**src/rtl/core/mclb_pkg.sv**
```systemverilog
// Types and constants shared by the LED blinker core, its channel unit and checker.
// No dependencies.
`default_nettype none

package mclb_pkg;

  localparam int unsigned TickW = 16;
  localparam int unsigned PinW  = 2;

  typedef enum logic [1:0] {
    FUNC_TICK   = 2'd0,
    FUNC_STEADY = 2'd1,
    FUNC_FLASH  = 2'd2
  } mclb_func_e;

  typedef struct packed {
    logic             tick;
    logic             steady;
    logic             flash;
    logic             on_off;
    logic [TickW-1:0] on_ticks;
    logic [TickW-1:0] off_ticks;
  } mclb_ctl_t;

  typedef struct packed {
    logic            accepted;
    logic [PinW-1:0] pin_levels;
  } mclb_res_t;

endpackage

`default_nettype wire

```
**src/rtl/core/mclb_chan.sv**
```systemverilog
// One blinker channel: flash state, countdown and stored durations.
// Depends on mclb_pkg.
`default_nettype none

module mclb_chan
  import mclb_pkg::*;
(
  input  wire logic      clk_i,
  input  wire logic      rst_ni,
  input  wire mclb_ctl_t ctl_i,
  output logic           lit_nxt_o
);

  logic             flashing_q, flashing_d;
  logic             lit_q, lit_d;
  logic [TickW-1:0] remaining_q, remaining_d;
  logic [TickW-1:0] stored_on_q, stored_on_d;
  logic [TickW-1:0] stored_off_q, stored_off_d;

  always_comb begin
    flashing_d   = flashing_q;
    lit_d        = lit_q;
    remaining_d  = remaining_q;
    stored_on_d  = stored_on_q;
    stored_off_d = stored_off_q;
    if (ctl_i.tick && flashing_q) begin
      if (remaining_q <= TickW'(1)) begin
        lit_d       = ~lit_q;
        remaining_d = lit_q ? stored_off_q : stored_on_q;
      end else begin
        remaining_d = remaining_q - TickW'(1);
      end
    end else if (ctl_i.steady) begin
      flashing_d = 1'b0;
      lit_d      = ctl_i.on_off;
    end else if (ctl_i.flash) begin
      flashing_d = ctl_i.on_off;
      lit_d      = ctl_i.on_off;
      if (ctl_i.on_off) begin
        stored_on_d  = ctl_i.on_ticks;
        stored_off_d = ctl_i.off_ticks;
        remaining_d  = ctl_i.on_ticks;
      end
    end
  end

  always_ff @(posedge clk_i or negedge rst_ni) begin
    if (!rst_ni) begin
      flashing_q   <= 1'b0;
      lit_q        <= 1'b0;
      remaining_q  <= '0;
      stored_on_q  <= '0;
      stored_off_q <= '0;
    end else begin
      flashing_q   <= flashing_d;
      lit_q        <= lit_d;
      remaining_q  <= remaining_d;
      stored_on_q  <= stored_on_d;
      stored_off_q <= stored_off_d;
    end
  end

  assign lit_nxt_o = lit_d;

endmodule

`default_nettype wire

```
**src/rtl/core/multi_channel_led_blinker_core.sv**
```systemverilog
// Multi-channel LED blinker core: command decode, channel array, result buffer.
// Depends on mclb_pkg and mclb_chan.
//
// Usage:
//   Input channel (in_valid_i/in_ready_o) carries one beat per item: a tick
//   (func 0), a steady on/off command (func 1) or a flash command (func 2).
//   Each beat yields exactly one result beat on out_valid_o/out_ready_i with
//   accepted_o and pin_levels_o (pin levels after the item is applied).
//   Config channel (cfg_valid_i/cfg_ready_o) writes led_active_level; it is
//   always ready and should only be written while no result is pending.
//   Results are registered in the result buffer before they reach the output.
//   Throughput: 1 item per cycle while in_ready_o is high; all channel
//   updates are done in the cycle of acceptance by per-channel registers
//   feeding a 2-entry result buffer. Stall: when out_ready_i is low the
//   buffer still takes one more item; in_ready_o drops only when both
//   entries are full. Reset: all channels dark and not flashing,
//   led_active_level = 1, result buffer empty.
`default_nettype none

module multi_channel_led_blinker_core
  import mclb_pkg::*;
#(
  parameter int unsigned CHANNELS = 2
) (
  input  wire logic             clk_i,
  input  wire logic             rst_ni,
  input  wire logic             in_valid_i,
  output logic                  in_ready_o,
  input  wire logic [1:0]       func_i,
  input  wire logic [1:0]       channel_i,
  input  wire logic             on_off_i,
  input  wire logic [TickW-1:0] on_ticks_i,
  input  wire logic [TickW-1:0] off_ticks_i,
  output logic                  out_valid_o,
  input  wire logic             out_ready_i,
  output logic                  accepted_o,
  output logic [PinW-1:0]       pin_levels_o,
  input  wire logic             cfg_valid_i,
  output logic                  cfg_ready_o,
  input  wire logic             cfg_data_i
);

  logic                level_q;
  logic                in_fire, out_fire;
  logic                chan_ok, dur_ok;
  logic                is_tick, is_steady, is_flash, cmd_ok;
  logic [CHANNELS-1:0] lit_nxt;
  logic [PinW-1:0]     pin_d;
  mclb_res_t           res_new;
  mclb_res_t           slot0_q, slot1_q;
  logic [1:0]          count_q;

  assign cfg_ready_o = 1'b1;

  always_ff @(posedge clk_i or negedge rst_ni) begin
    if (!rst_ni) begin
      level_q <= 1'b1;
    end else if (cfg_valid_i) begin
      level_q <= cfg_data_i;
    end
  end

  assign chan_ok = {30'b0, channel_i} < CHANNELS;
  assign dur_ok  = !(on_off_i && ((on_ticks_i == '0) || (off_ticks_i == '0)));

  always_comb begin
    is_tick   = 1'b0;
    is_steady = 1'b0;
    is_flash  = 1'b0;
    cmd_ok    = 1'b0;
    unique case (func_i)
      FUNC_TICK: begin
        is_tick = 1'b1;
        cmd_ok  = 1'b1;
      end
      FUNC_STEADY: begin
        is_steady = chan_ok;
        cmd_ok    = chan_ok;
      end
      FUNC_FLASH: begin
        is_flash = chan_ok && dur_ok;
        cmd_ok   = chan_ok && dur_ok;
      end
      default: cmd_ok = 1'b0;
    endcase
  end

  assign in_fire  = in_valid_i && in_ready_o;
  assign out_fire = out_valid_o && out_ready_i;

  for (genvar c = 0; c < CHANNELS; c++) begin : g_chan
    logic      sel;
    mclb_ctl_t ctl;

    assign sel           = ({30'b0, channel_i} == c);
    assign ctl.tick      = in_fire && is_tick;
    assign ctl.steady    = in_fire && is_steady && sel;
    assign ctl.flash     = in_fire && is_flash && sel;
    assign ctl.on_off    = on_off_i;
    assign ctl.on_ticks  = on_ticks_i;
    assign ctl.off_ticks = off_ticks_i;

    mclb_chan u_chan (
      .clk_i     (clk_i),
      .rst_ni    (rst_ni),
      .ctl_i     (ctl),
      .lit_nxt_o (lit_nxt[c])
    );
  end

  for (genvar b = 0; b < PinW; b++) begin : g_pin
    if (b < CHANNELS) begin : g_on
      assign pin_d[b] = lit_nxt[b] ~^ level_q;
    end else begin : g_off
      assign pin_d[b] = 1'b0;
    end
  end

  assign res_new.accepted   = cmd_ok;
  assign res_new.pin_levels = pin_d;

  // two-entry result buffer, slot0 is the head
  assign in_ready_o  = (count_q != 2'd2);
  assign out_valid_o = (count_q != 2'd0);

  always_ff @(posedge clk_i or negedge rst_ni) begin
    if (!rst_ni) begin
      count_q <= 2'd0;
    end else begin
      count_q <= count_q + {1'b0, in_fire} - {1'b0, out_fire};
    end
  end

  always_ff @(posedge clk_i) begin
    if (in_fire && !out_fire) begin
      if (count_q == 2'd0) begin
        slot0_q <= res_new;
      end else begin
        slot1_q <= res_new;
      end
    end else if (out_fire && !in_fire) begin
      slot0_q <= slot1_q;
    end else if (in_fire && out_fire) begin
      if (count_q == 2'd1) begin
        slot0_q <= res_new;
      end else begin
        slot0_q <= slot1_q;
        slot1_q <= res_new;
      end
    end
  end

  assign accepted_o   = slot0_q.accepted;
  assign pin_levels_o = slot0_q.pin_levels;

endmodule

`default_nettype wire

```
**config.mk**
```make
export PLATFORM = sky130hd
export DESIGN_NAME = multi_channel_led_blinker_core
export DESIGN_NICKNAME = d
export VERILOG_FILES = /design/src/rtl/core/mclb_pkg.sv /design/src/rtl/core/mclb_chan.sv /design/src/rtl/core/multi_channel_led_blinker_core.sv
export SDC_FILE = /design/constraint.sdc
export NUM_CORES = 1
export LEC_CHECK = 0
export ABC_AREA = 1
export BUFFER_PORTS_ARGS = -buffer_cell sky130_fd_sc_hd__buf_2
export CAP_MARGIN = 20
export CORE_UTILIZATION = 43
export DETAILED_ROUTE_END_ITERATION = 7
export PLACE_DENSITY_LB_ADDON = 0.1
export SLEW_MARGIN = 20
export SYNTH_ARGS = -nofsm -noshare
export SYNTH_HDL_FRONTEND = slang
export SYNTH_SLANG_ARGS = --single-unit
```
**constraint.sdc**
```tcl
create_clock -name clk_i -period 2 [get_ports clk_i]
set_clock_uncertainty 0.2 [all_clocks]
set_input_delay 0.3 -clock clk_i [delete_from_list [all_inputs] [get_ports clk_i]]
set_output_delay 0.3 -clock clk_i [all_outputs]
set_load 0.02 [all_outputs]
```
# Word level (Yosys, flattened, before mapping)

Index checks and enable logic that the tools add are counted.

Add/subtract/negate cells: 4
Order comparisons: 3
Equal/unequal tests: 11
Mux-type cells: 37
Bitwise gates (word level): 8
Reductions and logical operators: 42

Operators with widths:

| cell                    | count |
|---|---|
| $mux W16                | 11 |
| $le A16 B1 Y1 const B   | 2 |
| $logic_not A16 Y1       | 2 |
| $sub A16 B1 Y16 const B | 2 |
| $mux W3                 | 10 |
| $logic_and A1 B1 Y1     | 16 |
| $reduce_bool A2 Y1      | 8 |
| $mux W1                 | 15 |
| $reduce_and A4 Y1       | 3 |
| $ne A2 B2 Y1 const B    | 4 |
| $eq A2 B1 Y1 const B    | 3 |
| $logic_not A2 Y1        | 3 |
| $ne A2 B1 Y1 const B    | 3 |
| $not A1 Y1              | 6 |
| $reduce_and A2 Y1       | 3 |
| $reduce_and A3 Y1       | 2 |
| $logic_not A1 Y1        | 3 |
| $pmux W1 S3             | 1 |
| $reduce_bool A3 Y1      | 1 |
| $add A2 B1 Y2           | 1 |
| $eq A2 B2 Y1 const B    | 1 |
| $lt A2 B2 Y1 const B    | 1 |
| $sub A2 B1 Y2           | 1 |
| $xnor A1 B1 Y1          | 2 |
| $logic_or A1 B1 Y1      | 1 |

Register bits after elaboration: 109
Bits of input ports: 43
Output and inout port bits: 6

# Logic depth before layout (Yosys ltp)

Depth after elaboration: 16
Gate-level depth with buffers: 14
Depth with buffers taken out: 14

# By module

A second synthesis with hierarchy kept.

Cells, all modules: 906
Area total of the unflattened synthesis: 6,403.6 µm²

By module, submodules not included:

| module                         | times used | cells an instance | area an instance (µm²) |
|---|---|---|---|
| mclb_chan                      | 2          | 408               | 2,882.8 |
| multi_channel_led_blinker_core | 1          | 90                | 638.1 |

# Least setup slack after synthesis

OpenSTA, ideal clock, no wires.

Path kind: register -> register
From: register g_chan[1].u_chan.remaining_q[0]
To: register slot1_q[1] (netlist name) (data pin)
Setup time: 0.255 ns
Arrival: 1.579 ns
Slack: -0.033 ns
Cell stages (with the launch flop): 13
Cell sequence: dfrtp_1 > inv_1 > ha_1 > nand2_2 > nor2_4 > nand2_2 > nand2_2 > nand2_4 > clkinv_2 > nand2_1 > nand3_1 > nand3_1 > and2_1

Longest elaborated chain between the ends: 8

Ends and longest elaborated chain:

| element                  | RTL line                              | RTL |
|---|---|---|
| start: declaration       | mclb_chan.sv:16                       | `logic [TickW-1:0] remaining_q, remaining_d;` |
| start signal: assignment | mclb_chan.sv:57                       | `remaining_q <= remaining_d;` |
| $le A16 B1 Y1 (*)        | mclb_chan.sv:27                       | `if (remaining_q <= TickW'(1)) begin` |
| $mux W1 (*)              | mclb_chan.sv:27                       |  |
| $mux W1 (*)              | mclb_chan.sv:26                       | `if (ctl_i.tick && flashing_q) begin` |
| $xnor A1 B1 Y1 (*)       | multi_channel_led_blinker_core.sv:113 | `assign pin_d[b] = lit_nxt[b] ~^ level_q;` |
| net pin_d[1]             | multi_channel_led_blinker_core.sv:48  | `logic [PinW-1:0] pin_d;` |
| $mux W3                  | multi_channel_led_blinker_core.sv:144 | `if (count_q == 2'd1) begin` |
| $mux W3                  | multi_channel_led_blinker_core.sv:143 | `end else if (in_fire && out_fire) begin` |
| $mux W3                  | multi_channel_led_blinker_core.sv:141 | `end else if (out_fire && !in_fire) begin` |
| $mux W3 (*)              | multi_channel_led_blinker_core.sv:135 | `if (in_fire && !out_fire) begin` |
| end signal: assignment   | multi_channel_led_blinker_core.sv:139 | `slot1_q <= res_new;` |
| end signal: assignment   | multi_channel_led_blinker_core.sv:148 | `slot1_q <= res_new;` |
| end: declaration         | multi_channel_led_blinker_core.sv:50  | `mclb_res_t slot0_q, slot1_q;` |

Mark *: on every way through the listed nets, which the timed path passes. The rest lies on a longest branch. The select of a mux whose other input is x is not followed.
A chain may end at the register's enable or synchronous reset.

# Worst setup path in the final report

From: register g_chan[0].u_chan.remaining_q[0]
To: register slot0_q (netlist bit pin_levels_o[0]) (data pin)

Longest elaborated chain between the ends: 8

Ends and longest elaborated chain:

| element                  | RTL line                              | RTL |
|---|---|---|
| start: declaration       | mclb_chan.sv:16                       |  |
| start signal: assignment | mclb_chan.sv:57                       |  |
| $le A16 B1 Y1 (*)        | mclb_chan.sv:27                       |  |
| $mux W1 (*)              | mclb_chan.sv:27                       |  |
| $mux W1 (*)              | mclb_chan.sv:26                       |  |
| $xnor A1 B1 Y1 (*)       | multi_channel_led_blinker_core.sv:113 |  |
| $mux W3                  | multi_channel_led_blinker_core.sv:144 |  |
| $mux W3                  | multi_channel_led_blinker_core.sv:143 |  |
| $mux W3                  | multi_channel_led_blinker_core.sv:141 |  |
| $mux W3 (*)              | multi_channel_led_blinker_core.sv:135 |  |
| end signal: assignment   | multi_channel_led_blinker_core.sv:137 | `slot0_q <= res_new;` |
| end signal: assignment   | multi_channel_led_blinker_core.sv:142 | `slot0_q <= slot1_q;` |
| end signal: assignment   | multi_channel_led_blinker_core.sv:145 | `slot0_q <= res_new;` |
| end: declaration         | multi_channel_led_blinker_core.sv:50  |  |

Mark *: on every way between the ends. The rest lies on a longest branch, timed or not. The select of a mux whose other input is x is not followed.

==> impl_metrics.toml <==
[place]
place_congestion = 0.923
dp_cells = 1060
placed_area_sq_um = 7200
dpl_worst_slack_ns = -0.200
dp_hpwl_microns = 12800
io_buffer_count = 47

[worst_setup_path]
cp_slowest_cell = "dfrtp_1"
critPathMaxStageDelay_ns = 0.40
cp_cell_sequence = "buf_4 > ha_4 > nor2_4 > buf_6 > nor3_4 > buf_4 > nand3_1 > nand3_2 > nand3_2 > nand3_1 > nand2_1 > inv_1"
rr_startpoint = "g_chan[0].u_chan.remaining_q[0]"
cp.depth = 12
reg2reg_to = "pin_levels_o[0]"
endpoint = "pin_levels_o[0]"
path_buf_inv = 4
worstSetupStartpoint = "g_chan[0].u_chan.remaining_q[0]"
crit_type = "register to register"
crit_fanout = 2
cp_top_family = "simple AND/OR/NAND/NOR gates"
required_ns = 1.92
r2r_cells = 12
rrSetupSlack_ns = -0.04
start_kind = "register"
crit_path_end_kind = "register"
arrival_ns = 1.96

[clock_network]
clock_path_buffers = 2
cts_tree = "yes"
clk_pin_slew_ns = 0.07
h-tree-depth = 3
clockRootBuffer = "clkbuf_16"
cts_sinks = 109
cts_made_buffers = 9
clk_latency_ns = 0.35

[timing]
finalWorstSetupSlack_ns = -0.0412
period_share = 1.02
rsz0062_at_grt = "true"
whs_ns = 0.0435
setup_viol = 4
fmax_ghz = 0.490
slew_violations = 0
fin_tns_setup_ns = -0.108
final-hold-violation-count = 0
period_needed_ns = 2.04

[final_layout]
instances_no_fill = 1097
fin_nets = 962
final_core_util = 0.585
area_growth_pct = 33.4
drive_gt1_frac = 0.325
antenna_cells = 0
fin_area_sq_um = 8080

[floorplanning]
num_rows = 43
dieArea_sq_um = 14600
core_sq_um = 13800
num_io_pins = 49
initial_core_util = 0.438
dieWidth_microns = 121
die_h_microns = 121

[pwr]
power_density_nw_per_um2 = 1130
peakVddDrop_mv = 0.561
power_leakage_nw = 3.92
power_mw = 9.12

[detailed_routing]
ant_nets = 0
drtPass1Iterations = 4
vias = 5639
wire_per_inst_microns = 15.8
route.final.wire_length_microns = 17400
drtIter0Drc = 375
viasPerCell = 5.14
route.detailed.drc = 0

[synth]
synth_area_sq_um = 6060
synth_edf_count = 6
synth_area_per_cell_sq_um = 7.99
ys.flop_type = "dfrtp_1"
synth_cells = 758
synth-seq-cells = 109
synth_seq_area_share = 0.455
ys_types = 48
ys_warn_count = 0
async_reset_ff_frac = 0.945
synth_fp_nets = 807

[global_route]
overflow = 0
grt_pass1_vias = 5572
grt_pass1_wl_microns = 27900
antenna_found_initial = 0
grt_max_degree = 48
grt_usage = 0.249

[outcome]
status = "complete, but fails checks"
violations = "setup timing"

[hold_path]
hold_class = "input port to register"

[job]
drv_cap = 0
-- power breakdown --
group | switching (mW) | internal (mW)
combinational | 2.23 | 1.75
clock | 0.803 | 0.959
sequential | 0.460 | 2.92
-- metal layers --
metal  up-vias  GRT usage  share of wire  routed length, microns
li1       2792          -              -                       -
met3        23     0.0476          0.039                     677
met1      2706      0.324           0.45                    7750
met4         0     0.0748          0.024                     411
met5         -          0              0                       0
met2       118      0.420           0.49                    8520
-- worst min-delay path, cell delays in order --
cell and delay [ns]:
buf_2 0.12, inv_1 0.08, o21ai_2 0.06
-- synth_stat cells (all sizes together), types with 6 or more instances --
master / instances / area share
o211ai: 24 / 0.030
nor2: 66 / 0.050
xor2: 10 / 0.014
nand3: 53 / 0.046
dfrtp: 102 / 0.42
xnor2: 8 / 0.012
a21oi: 13 / 0.011
nand2: 218 / 0.14
mux2i: 6 / 0.0099
o21ai: 98 / 0.088
buf: 22 / 0.026
ha: 6 / 0.012
edfxtp: 6 / 0.030
inv: 79 / 0.050
nand4: 7 / 0.012
nor3: 9 / 0.011
clkbuf: 6 / 0.0037
-- cells by family (layout without fill, tap and decap cells) --
kind of cell               Yosys count  count (layout)  synth area share
muxes                                6               6           0.00991
adders and majority gates            6               6            0.0124
AOI/OAI and AO/OA                  148             148             0.146
other                                1               1          0.000619
xor gates and xnor gates            18              18            0.0260
buffers and inverters              109             268            0.0805
and+or+nand+nor                    361             361             0.270
DFF                                109             109             0.455
-- worst min path at each step --
| stage | cells past startpoint | to | startpoint | slack [ns] |
|---|---|---|---|---|
| after floorplan | 0 | count_q[0] | rst_ni | -0.20 |
| after global placement | 1 | g_chan[1].u_chan.stored_on_q[1] | rst_ni | 0.06 |
| after detailed placement | 1 | g_chan[1].u_chan.stored_on_q[1] | rst_ni | 0.06 |
| after CTS | 3 | g_chan[0].u_chan.stored_off_q[6] | off_ticks_i[6] | 0.03 |
| after global routing | 3 | g_chan[0].u_chan.stored_off_q[7] | off_ticks_i[7] | 0.02 |
| final | 3 | g_chan[0].u_chan.stored_off_q[7] | off_ticks_i[7] | 0.04 |
-- registers in the layout, summed over array words and instances, names as in the netlist, 2 cells and up --
register / cells
count_q: 2
g_chan.u_chan.flashing_q: 2
g_chan.u_chan.lit_q: 2
g_chan.u_chan.remaining_q: 32
g_chan.u_chan.stored_off_q: 32
g_chan.u_chan.stored_on_q: 32
pin_levels_o: 2
slot1_q: 3
-- layout make-up --
type / count / area, sq um
Clock buffer: 10 / 229
Clock inverter: 5 / 52.6
Fill cell: 1268 / 5740
Inverter: 81 / 320
Multi-Input combinational cell: 540 / 3170
Sequential cell: 109 / 2760
Tap cell: 180 / 225
Timing Repair Buffer: 172 / 1330
-- repair_timing --
action,4_1_cts,5_1_grt
buffers inserted,7,13
hold endpoints to repair,24,0
endpoints found under the setup margin,23,36
hold buffers,3,0
cloned,0,0
pin swaps,3,31
gates resized for setup,32,100
-- cell usage in the layout (no fill, tap or decap), types with 4 or more instances in the layout --
master     netlist  final
edfxtp_1         6      6
inv_2            4     11
buf_12           0      7
a21oi_1         13      6
nand2_1        207    200
nand2_2          8     13
o211ai_1        24     24
inv_1           73     64
nor3_4           0      4
nand3_1         50     37
nor2_1          56     49
o21ai_0         84     60
a21oi_2          0      7
nand4_1          5      5
nand2_4          3      5
buf_2           13     46
buf_4            1    100
xor2_1          10     10
clkbuf_16        0      9
nor2_4           3      9
o21ai_1          3     21
dfrtp_1        102    101
xnor2_1          8      8
o21ai_2         11     17
nor2_2           6      7
buf_6            7     16
mux2i_1          6      6
nand3_2          3     12
nand3_4          0      4
Note: power is estimated with default switching activity, not from simulation.
